$ cat src/hdl/q4bd_pkg.sv
// Shared types, constants and the scale-times-nibble function of the Q4 block dequantizer.
// It depends on nothing else.
package q4bd_pkg;

    localparam int unsigned BsW = 9;
    localparam int unsigned CntW = 7;
    localparam logic [BsW-1:0] BsReset = 9'd32;
    localparam logic [31:0] F32Inf = 32'h7F80_0000;
    localparam logic [31:0] F32Quiet = 32'h0040_0000;
    localparam logic [31:0] F32DefNan = 32'h7FC0_0000;
    localparam logic [7:0] ExpRebias = 8'd112;
    localparam logic [4:0] HalfExpMax = 5'h1F;
    localparam logic [3:0] NibOffset = 4'd8;

    // Queue entry between the front and back parts.
    typedef struct packed {
        logic [15:0] scale;
        logic [7:0]  byte_val;
        logic        block_end;
        logic        stream_end;
    } t_work;

    typedef struct packed {
        logic [31:0] value_even;
        logic [31:0] value_odd;
        logic        block_end;
        logic        stream_end;
    } t_result;

    // Exact product of a half scale and (nibble - 8), as single bits; a subnormal scale gives a signed zero.
    function automatic logic [31:0] scale_times(input logic [15:0] h, input logic [3:0] nib);
        logic        hs;
        logic [4:0]  e;
        logic [9:0]  m;
        logic        ks;
        logic [3:0]  mag;
        logic        sgn;
        logic [13:0] prod;
        logic [7:0]  bexp;
        logic [22:0] frac;
        hs = h[15];
        e = h[14:10];
        m = h[9:0];
        ks = ~nib[3];
        mag = nib[3] ? (nib - NibOffset) : (NibOffset - nib);
        sgn = hs ^ ks;
        prod = 14'({1'b1, m}) * 14'(mag);
        // normalize: leading one sits at bit 10..13
        if (prod[13]) begin
            bexp = 8'(e) + ExpRebias + 8'd3;
            frac = {prod[12:0], 10'd0};
        end else if (prod[12]) begin
            bexp = 8'(e) + ExpRebias + 8'd2;
            frac = {prod[11:0], 11'd0};
        end else if (prod[11]) begin
            bexp = 8'(e) + ExpRebias + 8'd1;
            frac = {prod[10:0], 12'd0};
        end else begin
            bexp = 8'(e) + ExpRebias;
            frac = {prod[9:0], 13'd0};
        end
        if (e == HalfExpMax) begin
            if (m != 10'd0) begin
                scale_times = {hs, 31'd0} | F32Inf | {9'd0, m, 13'd0} | F32Quiet;
            end else if (mag == 4'd0) begin
                scale_times = F32DefNan;
            end else begin
                scale_times = {sgn, 31'd0} | F32Inf;
            end
        end else if (e == 5'd0 || mag == 4'd0) begin
            scale_times = {sgn, 31'd0};
        end else begin
            scale_times = {sgn, bexp, frac};
        end
    endfunction

endpackage

$ cat src/hdl/q4_block_dequantizer.sv
// Top level of the Q4 block dequantizer: config register, front and back parts.
// Depends on q4bd_pkg, q4bd_front, q4bd_back.
// Takes one packed byte per cycle while tready is high, gives two single-precision
// weights per byte, one result per cycle while the receiver is ready; a result
// passes through one queue entry and the output register of the multiply before
// it is offered. A stalled receiver backs up two queued requests before tready
// drops. The scale is latched on the first byte of each block; tlast closes a block.
module q4_block_dequantizer
    import q4bd_pkg::*;
(
    input  logic           i_clk,
    input  logic           i_rst_n,
    input  logic           i_cfg_valid,
    output logic           o_cfg_ready,
    input  logic [BsW-1:0] i_cfg_data,    // weights per block
    input  logic           s_axis_tvalid,
    output logic           s_axis_tready,
    input  logic [23:0]    s_axis_tdata,  // scale_half, packed_byte
    input  logic           s_axis_tlast,  // last_byte
    output logic           m_axis_tvalid,
    input  logic           m_axis_tready,
    output logic [63:0]    m_axis_tdata,  // value_even, value_odd
    output logic           m_axis_tuser,  // block_end
    output logic           m_axis_tlast   // stream_end
);

    logic [BsW-1:0] r_bs;
    logic           push;
    logic           full;
    t_work          work;
    t_result        res;

    assign o_cfg_ready = 1'b1;

    always_ff @(posedge i_clk) begin
        if (!i_rst_n) begin
            r_bs <= BsReset;
        end else if (i_cfg_valid) begin
            r_bs <= i_cfg_data;
        end
    end

    q4bd_front u_front (
        .i_clk       (i_clk),
        .i_rst_n     (i_rst_n),
        .i_blk_len   (r_bs),
        .i_valid     (s_axis_tvalid),
        .o_ready     (s_axis_tready),
        .i_scale     (s_axis_tdata[15:0]),
        .i_byte      (s_axis_tdata[23:16]),
        .i_last      (s_axis_tlast),
        .o_push      (push),
        .o_work      (work),
        .i_full      (full)
    );

    q4bd_back u_back (
        .i_clk  (i_clk),
        .i_rst_n(i_rst_n),
        .i_push (push),
        .i_work (work),
        .o_full (full),
        .o_valid(m_axis_tvalid),
        .i_ready(m_axis_tready),
        .o_res  (res)
    );

    assign m_axis_tdata = {res.value_odd, res.value_even};
    assign m_axis_tuser = res.block_end;
    assign m_axis_tlast = res.stream_end;

endmodule

$ cat src/hdl/q4bd_front.sv
// Front part: accepts bytes, latches block scales, counts bytes within a block.
// Depends on q4bd_pkg.
module q4bd_front
    import q4bd_pkg::*;
(
    input  logic           i_clk,
    input  logic           i_rst_n,
    input  logic [BsW-1:0] i_blk_len,
    input  logic           i_valid,
    output logic           o_ready,
    input  logic [15:0]    i_scale,
    input  logic [7:0]     i_byte,
    input  logic           i_last,
    output logic           o_push,
    output t_work          o_work,
    input  logic           i_full
);

    logic [CntW-1:0] r_cnt;
    logic [CntW-1:0] n_cnt;
    logic [15:0]     r_scale;
    logic [15:0]     scale_now;
    logic [7:0]      bytes;
    logic [7:0]      bytes_m1;
    logic            blk_end;

    always_comb begin
        bytes = i_blk_len[8:1];
        if (i_blk_len[8:1] == 8'd0) begin
            bytes = 8'd1;
        end else if (i_blk_len[8:1] > 8'd128) begin
            bytes = 8'd128;
        end
        bytes_m1 = bytes - 8'd1;
        scale_now = (r_cnt == '0) ? i_scale : r_scale;
        blk_end = (8'(r_cnt) >= bytes_m1) || i_last;
        n_cnt = blk_end ? '0 : r_cnt + CntW'(1);
    end

    assign o_ready = ~i_full;
    assign o_push = i_valid & ~i_full;
    assign o_work = '{scale: scale_now, byte_val: i_byte, block_end: blk_end,
                      stream_end: i_last};

    always_ff @(posedge i_clk) begin
        if (!i_rst_n) begin
            r_cnt <= '0;
            r_scale <= '0;
        end else if (o_push) begin
            r_cnt <= n_cnt;
            r_scale <= scale_now;
        end
    end

endmodule

$ cat src/hdl/q4bd_back.sv
// Back part: two-entry queue, then the exact multiply into a registered output.
// Depends on q4bd_pkg.
module q4bd_back
    import q4bd_pkg::*;
(
    input  logic    i_clk,
    input  logic    i_rst_n,
    input  logic    i_push,
    input  t_work   i_work,
    output logic    o_full,
    output logic    o_valid,
    input  logic    i_ready,
    output t_result o_res
);

    t_work       r_q [2];
    logic        r_wp;
    logic        r_rp;
    logic [1:0]  r_cnt;
    logic        r_ov;
    t_result     r_res;
    logic        pop;
    t_work       head;

    assign o_full = (r_cnt == 2'd2);
    assign head = r_q[r_rp];
    // advance when the output register is empty or being taken
    assign pop = (r_cnt != 2'd0) && (!r_ov || i_ready);

    always_ff @(posedge i_clk) begin
        if (i_push) begin
            r_q[r_wp] <= i_work;
        end
        if (pop) begin
            r_res.value_even <= scale_times(head.scale, head.byte_val[3:0]);
            r_res.value_odd <= scale_times(head.scale, head.byte_val[7:4]);
            r_res.block_end <= head.block_end;
            r_res.stream_end <= head.stream_end;
        end
    end

    always_ff @(posedge i_clk) begin
        if (!i_rst_n) begin
            r_wp <= 1'b0;
            r_rp <= 1'b0;
            r_cnt <= 2'd0;
            r_ov <= 1'b0;
        end else begin
            if (i_push) r_wp <= ~r_wp;
            if (pop) r_rp <= ~r_rp;
            r_cnt <= r_cnt + 2'(i_push) - 2'(pop);
            if (pop) r_ov <= 1'b1;
            else if (i_ready) r_ov <= 1'b0;
        end
    end

    assign o_valid = r_ov;
    assign o_res = r_res;

endmodule

$ cat config.mk
export PLATFORM = sky130hd
export DESIGN_NAME = q4_block_dequantizer
export DESIGN_NICKNAME = d
export VERILOG_FILES = /design/src/hdl/q4bd_pkg.sv /design/src/hdl/q4_block_dequantizer.sv /design/src/hdl/q4bd_front.sv /design/src/hdl/q4bd_back.sv
export SDC_FILE = /design/constraint.sdc
export NUM_CORES = 1
export LEC_CHECK = 0
export BUFFER_PORTS_ARGS = -buffer_cell sky130_fd_sc_hd__buf_2
export CAP_MARGIN = 10
export CORE_UTILIZATION = 54
export DETAILED_ROUTE_END_ITERATION = 16
export PLACE_DENSITY_LB_ADDON = 0.25
export SYNTH_ARGS = -nofsm -noshare
export SYNTH_HDL_FRONTEND = slang
export SYNTH_SLANG_ARGS = --single-unit
$ cat constraint.sdc
create_clock -name i_clk -period 5.2 [get_ports i_clk]
set_input_delay 0.78 -clock i_clk [delete_from_list [all_inputs] [get_ports i_clk]]
set_output_delay 0.78 -clock i_clk [all_outputs]
set_load 0.03 [all_outputs]
* Word level (Yosys, flattened, before mapping) *
Memories as Yosys holds them, arrays and structs flattened. A register that Yosys moved wholly into a read port is not among the register bits.
Index checks and enable logic that the tools add are counted.

word-level totals
  memories kept = 1
  bits of input ports = 39
  word-level logic and storage cells = 85
  bits in writable memories = 52
  register bits after elaboration = 103
  output and inout bits = 69

memory list
  memory      depth  width  read ports  clocked after memory_dff  wr ports  line             RTL
  u_back.r_q  2      26     1           1                         1         q4bd_back.sv:16  t_work r_q [2];

cells by class
  multiplexer cells = 32
  bitwise operators = 9
  add/sub/neg operators = 12
  $mul = 2
  equal/unequal tests = 2
  reduce and logical (&&, ||, !) cells = 14
  magnitude comparators = 2

operators with widths
  cell                   number
  $mux W32               6
  $mux W23               6
  $mux W8                8
  $mux W31               2
  $or A32 B23 Y32        1
  $mul A11 B4 Y14        2
  $add A8 B2 Y8 const B  2
  $mux W16               1
  $reduce_bool A10 Y1    1
  $add A5 B7 Y8 const B  1
  $add A8 B1 Y8 const B  1
  $ge A7 B8 Y1           1
  $gt A8 B8 Y1 const B   1
  $logic_not A4 Y1       2
  $logic_not A8 Y1       1
  $mux W4                2
  $sub A4 B4 Y4 const A  2
  $sub A4 B4 Y4 const B  2
  $sub A8 B1 Y8 const B  1
  $add A7 B1 Y7 const B  1
  $logic_not A7 Y1       1
  $mux W7                1
  $mux W1                6
  $eq A5 B5 Y1 const B   1
  other kinds (11)       20

* Longest topological paths before layout *
Gate-level depths: netlist (run 1).

  depth in word-level cells = 8
  gate-level depth with buffers = 23

* Cells and area by module *
A second synthesis (run 1) with hierarchy kept.

unflattened totals
  cells, all modules = 997
  area, all modules = 9855.7 µm²

modules (own cells, without submodules)
  module                instances  cells an instance  area an instance (µm²)
  q4bd_back             1          808                7953.9
  q4bd_front            1          159                1555.2
  q4_block_dequantizer  1          30                 346.6

* Least setup slack after synthesis (run 1) *
Ideal clock, no wire load.

  path type = register to register
  start point = reg with a tool-made name
  end point = reg u_back.r_res (netlist bit u_back.o_res[49]), data pin
  arrival time = 4961 ps
  stages on the path, launching flop included = 23
  clock period less this slack = 5238 ps
  slack = -38 ps
  setup time = 277 ps
  cells stage by stage = dfxtp_1 buf_6 mux2_4 inv_2 ha_1 o21ai_0 clkbuf_1 nor2_1 fa_1 inv_1 fa_1 inv_1 ha_1 a21oi_2 o221ai_1 o211a_1 a2111oi_2 buf_4 buf_4 mux2i_1 mux2i_1 nand2_1 o311ai_0

RTL lines
  what       line             RTL
  to (decl)  q4bd_back.sv:21  t_result r_res;

==> results of run 1 <==
==> layout make-up <==
type	count	area, um2	share of cell area [%]
diodes	1	2.502	0.02085
clock buffers	18	429.2	3.576
clock inverters	14	162.7	1.355
inverters	97	366.6	3.054
multi-input cells	714	5672	47.25
flip-flops and latches	135	3687	30.72
well taps	225	281.5	2.345
repair buffers	206	1401	11.68
==> how the worst min path moves through the flow <==
| stage | startpoint | end | slack (ns) |
|---|---|---|---|
| after floorplan | r_bs[5] | r_bs[5] | 0.47 |
| after global placement | u_front.r_scale[11] | u_front.r_scale[11] | 0.48 |
| after detailed placement | u_front.r_scale[11] | u_front.r_scale[11] | 0.49 |
| after CTS | u_front.r_scale[1] | u_front.r_scale[1] | 0.50 |
| after global routing | u_front.r_scale[1] | u_front.r_scale[1] | 0.52 |
| final | u_front.r_scale[10] | u_front.r_scale[10] | 0.49 |
==> registers in the layout, summed over array words and instances (netlist names), named ones only <==
signal           count
r_bs                 8
u_back.o_res        46
u_back.o_valid       1
u_back.r_cnt         2
u_back.r_q          52
u_back.r_rp          1
u_back.r_wp          1
u_front.r_cnt        7
u_front.r_scale     16
==> cell usage after synthesis (3+ instances only) <==
cell      instances  area (um2)
fa_1             36       720.7
a211o_1           3       26.28
and2_1            6       37.54
xnor2_1          28       245.2
o32ai_1           3       26.28
ha_1             54       675.7
nor2_1          151       566.8
a211oi_1         11       82.58
buf_6             5       56.30
xor2_1           14       122.6
mux2_2           31       349.1
a21oi_1          40       200.2
o221ai_1         14       122.6
a31oi_1           7       43.79
nand3b_1          5       37.54
buf_4            24       180.2
nand3_1          12       60.06
inv_1            93       349.1
o21ai_0          30       150.1
a21o_1            7       52.55
nor4_1            7       43.79
nand3_2           3       30.03
nor3_1           31       155.2
mux2i_1          40       400.4
o211ai_1          5       37.54
dfxtp_1          37       740.7
nor2b_1           7       43.79
or3_1             4       25.02
nand2_1          62       232.7
nor3b_1           3       22.52
nand2b_1         14       87.58
clkbuf_1         23       86.33
o21bai_1          3       22.52
o21a_1            7       52.55
buf_2             5       25.02
or2_2             5       31.28
a221o_1           6       60.06
clkinv_1          3       11.26
nand4_1           8       50.05
edfxtp_1         98        2943
==> timing repair <==
item                       in CTS  in global routing
resized for setup              21                 67
setup endpoints to repair      37                 42
setup buffers                   2                 19
gates cloned                    1                  2
pin swaps                       7                 25
==> layout by cell type, fill, tap and decap left out, types with 7 or more instances in the layout <==
cell,Yosys,routed
ha_1,54,47
buf_4,24,108
xnor2_1,28,26
nand2_1,62,61
inv_1,93,90
a21oi_2,1,7
xor2_1,14,12
nand4_1,8,8
nor2_2,0,7
fa_1,36,34
buf_2,5,87
clkbuf_16,0,18
o21ai_0,30,24
nor2_1,151,141
nand2b_1,14,13
o21a_1,7,7
a21oi_1,40,34
buf_6,5,8
dfxtp_1,37,36
nor3_1,31,31
mux2_2,31,29
o221ai_1,14,12
edfxtp_1,98,98
inv_6,0,7
o21ai_1,2,7
nand3_1,12,11
conb_1,2,21
mux2i_1,40,39
a21o_1,7,7
==> logic make-up (layout without fill, tap and decap cells) <==
family	after synthesis	after routing	synth area share (%)
xor gates and xnor gates	45	45	4.452
AOI/OAI and AO/OA	158	158	11.14
adders and majority gates	90	90	14.53
buffers and inverters	155	335	7.445
muxes	75	75	8.486
other	2	22	0.07812
and+or+nand+nor	325	325	15.55
DFF	135	135	38.32
==> layer usage <==
metal  GRT usage (%)  wire (um)  up-vias  share of wire, %
met5               0          0        -                 0
met4           11.92        881        0               3.8
met3           3.517       1449       73               6.2
met2           43.25      11400      344                49
met1           32.30       9675     3746                41
li1                -          -     3774                 -
==> metrics by stage <==
step / utilization (%) / cell area [um2] / std cells / worst slack [ns]
floorplan: - / 9686 / 1004 / 0.01607
finish: 69.15 / 12000 / 1410 / 0.1416
detailed placement: 62.32 / 10820 / 1353 / -0.2444
global route: 69.15 / 12000 / 1410 / -0.02881
CTS: 66.34 / 11510 / 1388 / -0.02547
global placement: 62.32 / 10820 / 1353 / -0.1658
==> worst max-delay path, delay by kind of cell (launching register included) <==
kind / cells / cell delay [ns]
compound gates: 4 / 0.89
xor+xnor: 1 / 0.19
fa+ha+maj: 4 / 1.57
buf+inv: 4 / 0.33
flops: 1 / 0.41
mux: 1 / 0.33
simple gates: 5 / 1.08
==> impl_metrics.toml, run 1 <==
[worst_setup_path]
endpoint = "u_back.o_res[58]"
critPathCaptureType = "flip-flop"
cpMaxStageDelayCell = "fa_1"
path_class = "flip-flop to flip-flop"
crit_chain = "mux2_4 > inv_2 > ha_2 > nor2_4 > xor2_4 > or2_4 > fa_1 > inv_1 > fa_1 > inv_1 > fa_2 > nor2b_2 > o21bai_1 > a31o_1 > and3_4 > or3_4 > buf_6 > a21o_1 > a221o_1"
cp_max_fo = 8
max_stage_delay_ns = 0.52
reg2regPathDepth = 19
timing.rr.end = "u_back.o_res[58]"
crit_arrival_ns = 5.23
start_kind = "flip-flop"
critPathRequiredTime_ns = 5.37
r2r_setup_slack_ns = 0.14

[timing]
maxSlewViolCount = 0
tns_ns = 0
skew_ns = 0.009484
tightest_slew_ns = 0.9918
min_period_ns = 5.058
rsz0062_at_grt = "true"
hold_violations = 0
slew_headroom_pct = 33.81
finalCritPeriodShare_pct = 97.28
holdWs_ns = 0.4924
setup_viol = 0
max_freq_ghz = 0.1977

[min_path]
holdPathStages = 2
hp-class = "flip-flop to flip-flop"

[logic_synthesis]
synthesis.instances = 985
synth-seq-area-share_pct = 38.32
async_reset_ff_share_pct = 0
synthesis.area_um2 = 9613
synth_edf_count = 98
avgSynthCellArea_um2 = 9.759
yosys_warnings = 0
ys_seq_elements = 135
synthDistinctLibCells = 72
synth-main-ff-cell = "edfxtp_1"

[grt]
grt_pass1_wl_um = 36210
globalRoute.totalOverflow = 0
grtUsageTotal_pct = 25.55
grt_max_degree = 49
grt_pass1_vias = 7387
antenna_found_initial = 1

[finish]
drive_above_1_share_pct = 29.39
fillers = 1282
syn_to_final_growth_pct = 24.86
nets = 1300

[cts]
clock-sinks = 135
cts_made_buffers = 17
ctsHoldBuffers = 0
clkLatencyLatePin_ns = 0.42
cts_tree = "yes"
cts_max_level = 4
cts.clk_slew.worst_paths_ns = 0.06
clockBufferDepth = 2
cts-root-buf = "clkbuf_16"

[floorplan]
core_um2 = 17360
die_area_um2 = 18340
fp.dieH_um = 135.4
rows = 48
start_util_pct = 55.38
ios = 108
dieWidth_um = 135.4

[job]
maxCapViolCount = 0

[placed_design]
place_hpwl_um = 16990
io_buffers = 85
gp_congestion = 0.9480

[route]
vias_per_cell = 5.629
routed_wl_um = 23400
drtAntennaViolNets = 0
drc = 0
initialDrtViolationCount = 609
first_pass_iters = 7
vias = 7937
wire_per_inst_um = 16.60

[run_status]
status = "finished, final reports clean"
Power of run 1 is left out: the tool's default activity adds up to more than one toggle a clock period on the data nets, which glitch-free logic cannot reach.
==> run 2: changes to the inputs <==
- CORE_UTILIZATION: 54 -> 45
- PLACE_DENSITY: not set -> 0.67
- PLACE_DENSITY_LB_ADDON: 0.25 -> not set
==> run 2 against run 1 <==
- critical path depth unchanged
- highest routed layer unchanged
- clock skew is 0.0051 ns higher
- worst hold slack improved by 0.0012 ns
- global-route usage is 4.9 points lower
- register-to-register slack barely moved
- cell count up 4.8%
- critical path type unchanged
==> impl_metrics.toml, run 2 (synthesis gave the netlist of run 1 again) <==
[placed_design]
place_hpwl_um = 16960
gp_congestion = 0.9508
io_buffers = 85

[finish]
largest_reg_flops = 52
drive_above_1_share_pct = 29.03
nets = 1318
syn_to_final_growth_pct = 24.55
largest_register = "u_back.r_q"
final_common_cell = "nor2_1"
layout_common_cells = "nor2_1 (146), buf_4 (130), edfxtp_1 (98), inv_1 (93), buf_2 (86)"
insertedDiodeCount = 0

[cts]
cts_max_level = 4
cts-root-buf = "clkbuf_16"
clock-sinks = 135
clockBufferDepth = 2
ctsHoldBuffers = 0
clkLatencyLatePin_ns = 0.43
cts_tree = "yes"
cts_made_buffers = 17
cts.clk_slew.worst_paths_ns = 0.06

[run_status]
status = "finished, final reports clean"

[worst_setup_path]
crit_chain = "buf_4 > mux2i_4 > ha_2 > o21ai_1 > buf_4 > or2_2 > fa_1 > inv_1 > fa_1 > inv_1 > fa_2 > nor2b_2 > o21bai_1 > a31o_1 > and3_4 > or3_4 > buf_4 > a21o_1 > a221o_1"
start_kind = "flip-flop"
cp_max_fo = 6
crit_path_frequent_cell = "buf_4"
critPathRequiredTime_ns = 5.37
max_stage_delay_ns = 0.53
cpMaxStageDelayCell = "fa_1"
crit_arrival_ns = 5.22
critPathCaptureType = "flip-flop"
path_class = "flip-flop to flip-flop"

[timing]
holdWs_ns = 0.4937
slew_headroom_pct = 33.88
maxSlewViolCount = 0
min_period_ns = 5.057
tightest_slew_ns = 0.9908
hold_violations = 0
rsz0062_at_grt = "true"
max_freq_ghz = 0.1978
skew_ns = 0.01457
setup_viol = 0
finalCritPeriodShare_pct = 97.25

[grt]
grt_pass1_wl_um = 35600
grt_use_met2_pct = 36.64
grt_pass1_vias = 7323
grt_use_met3_pct = 3.282
busiest_layer = "met2"
use_met1_pct = 25.50
antenna_found_initial = 0
grt_max_degree = 49
grtUsageTotal_pct = 20.66
globalRoute.totalOverflow = 0

[floorplan]
ios = 108
dieWidth_um = 148.2
rows = 53
die_area_um2 = 21950
start_util_pct = 45.87
core_um2 = 20960
fp.dieH_um = 148.2

[route]
wire_per_inst_um = 15.25
vias = 7721
first_pass_iters = 5
routed_wl_um = 22530
vias_per_cell = 5.227
drtAntennaViolNets = 0
drc = 0
initialDrtViolationCount = 413

[job]
maxCapViolCount = 0

[min_path]
hp-start = "u_front.r_scale[7]"
hp-class = "flip-flop to flip-flop"
run 2: cell types whose count changed in the layout (fill, tap and decap cells not counted), moves of 4 or more:
cell      previous run  this run
buf_4              108       130
clkinv_2             0         4
nor2_1             141       146
o21ai_0             24        28
inv_6                7         3
run 2: worst paths after layout:
path                             end  slack [ns]  cells past startpoint
hold reg to reg   u_front.r_scale[7]        0.49                      2
setup reg to reg    u_back.o_res[58]        0.14                     19
setup / recovery    u_back.o_res[58]        0.14                     19
hold / removal    u_front.r_scale[7]        0.49                      2
run 2: cell type report:
cell class                      instances  area (um2)
Timing Repair Buffer                  224        1528
Inverter                               97       364.1
Clock buffer                           19       442.9
Tap cell                              275       344.1
Fill cell                            1845        8982
Clock inverter                         13       93.84
Sequential cell                       135        3687
Multi-Input combinational cell        714        5513
run 2: per-layer routing:
layer	part of all wire [%]	vias to the layer above	routed length [um]
met5	0	-	0
met3	5.0	31	1119
met1	43	3683	9684
li1	-	3812	-
met2	50	195	11330
met4	1.7	0	390
run 2: worst max-delay path: cells and delay by family, from the launching register on:
kind                       cells  cell delay [ns]
muxes                          1             0.18
AOI/OAI and AO/OA              5             0.93
and+or+nand+nor                4             1.06
adders and majority gates      4             1.69
buffers and inverters          5             0.56
DFF                            1             0.37
run 2: what timing repair did:
item / in CTS / in global routing
resized for setup: 13 / 35
gates cloned: 0 / 2
setup buffers: 6 / 9
endpoints found under the setup margin: 40 / 39
pin swaps: 5 / 16
run 2: through the flow:
stage,instance area (um2),setup TNS [ns],util [%],cells,worst slack [ns]
after floorplan,9686,0,-,1004,0.01607
after global placement,11070,-4.061,52.81,1428,-0.2791
after CTS,11710,-0.01152,55.86,1466,-0.01152
after detailed placement,11070,-5.629,52.81,1428,-0.3403
final,11970,0,57.14,1477,0.1432
after global routing,11970,-0.1625,57.14,1477,-0.06755
Power of run 2 is left out for the same reason.
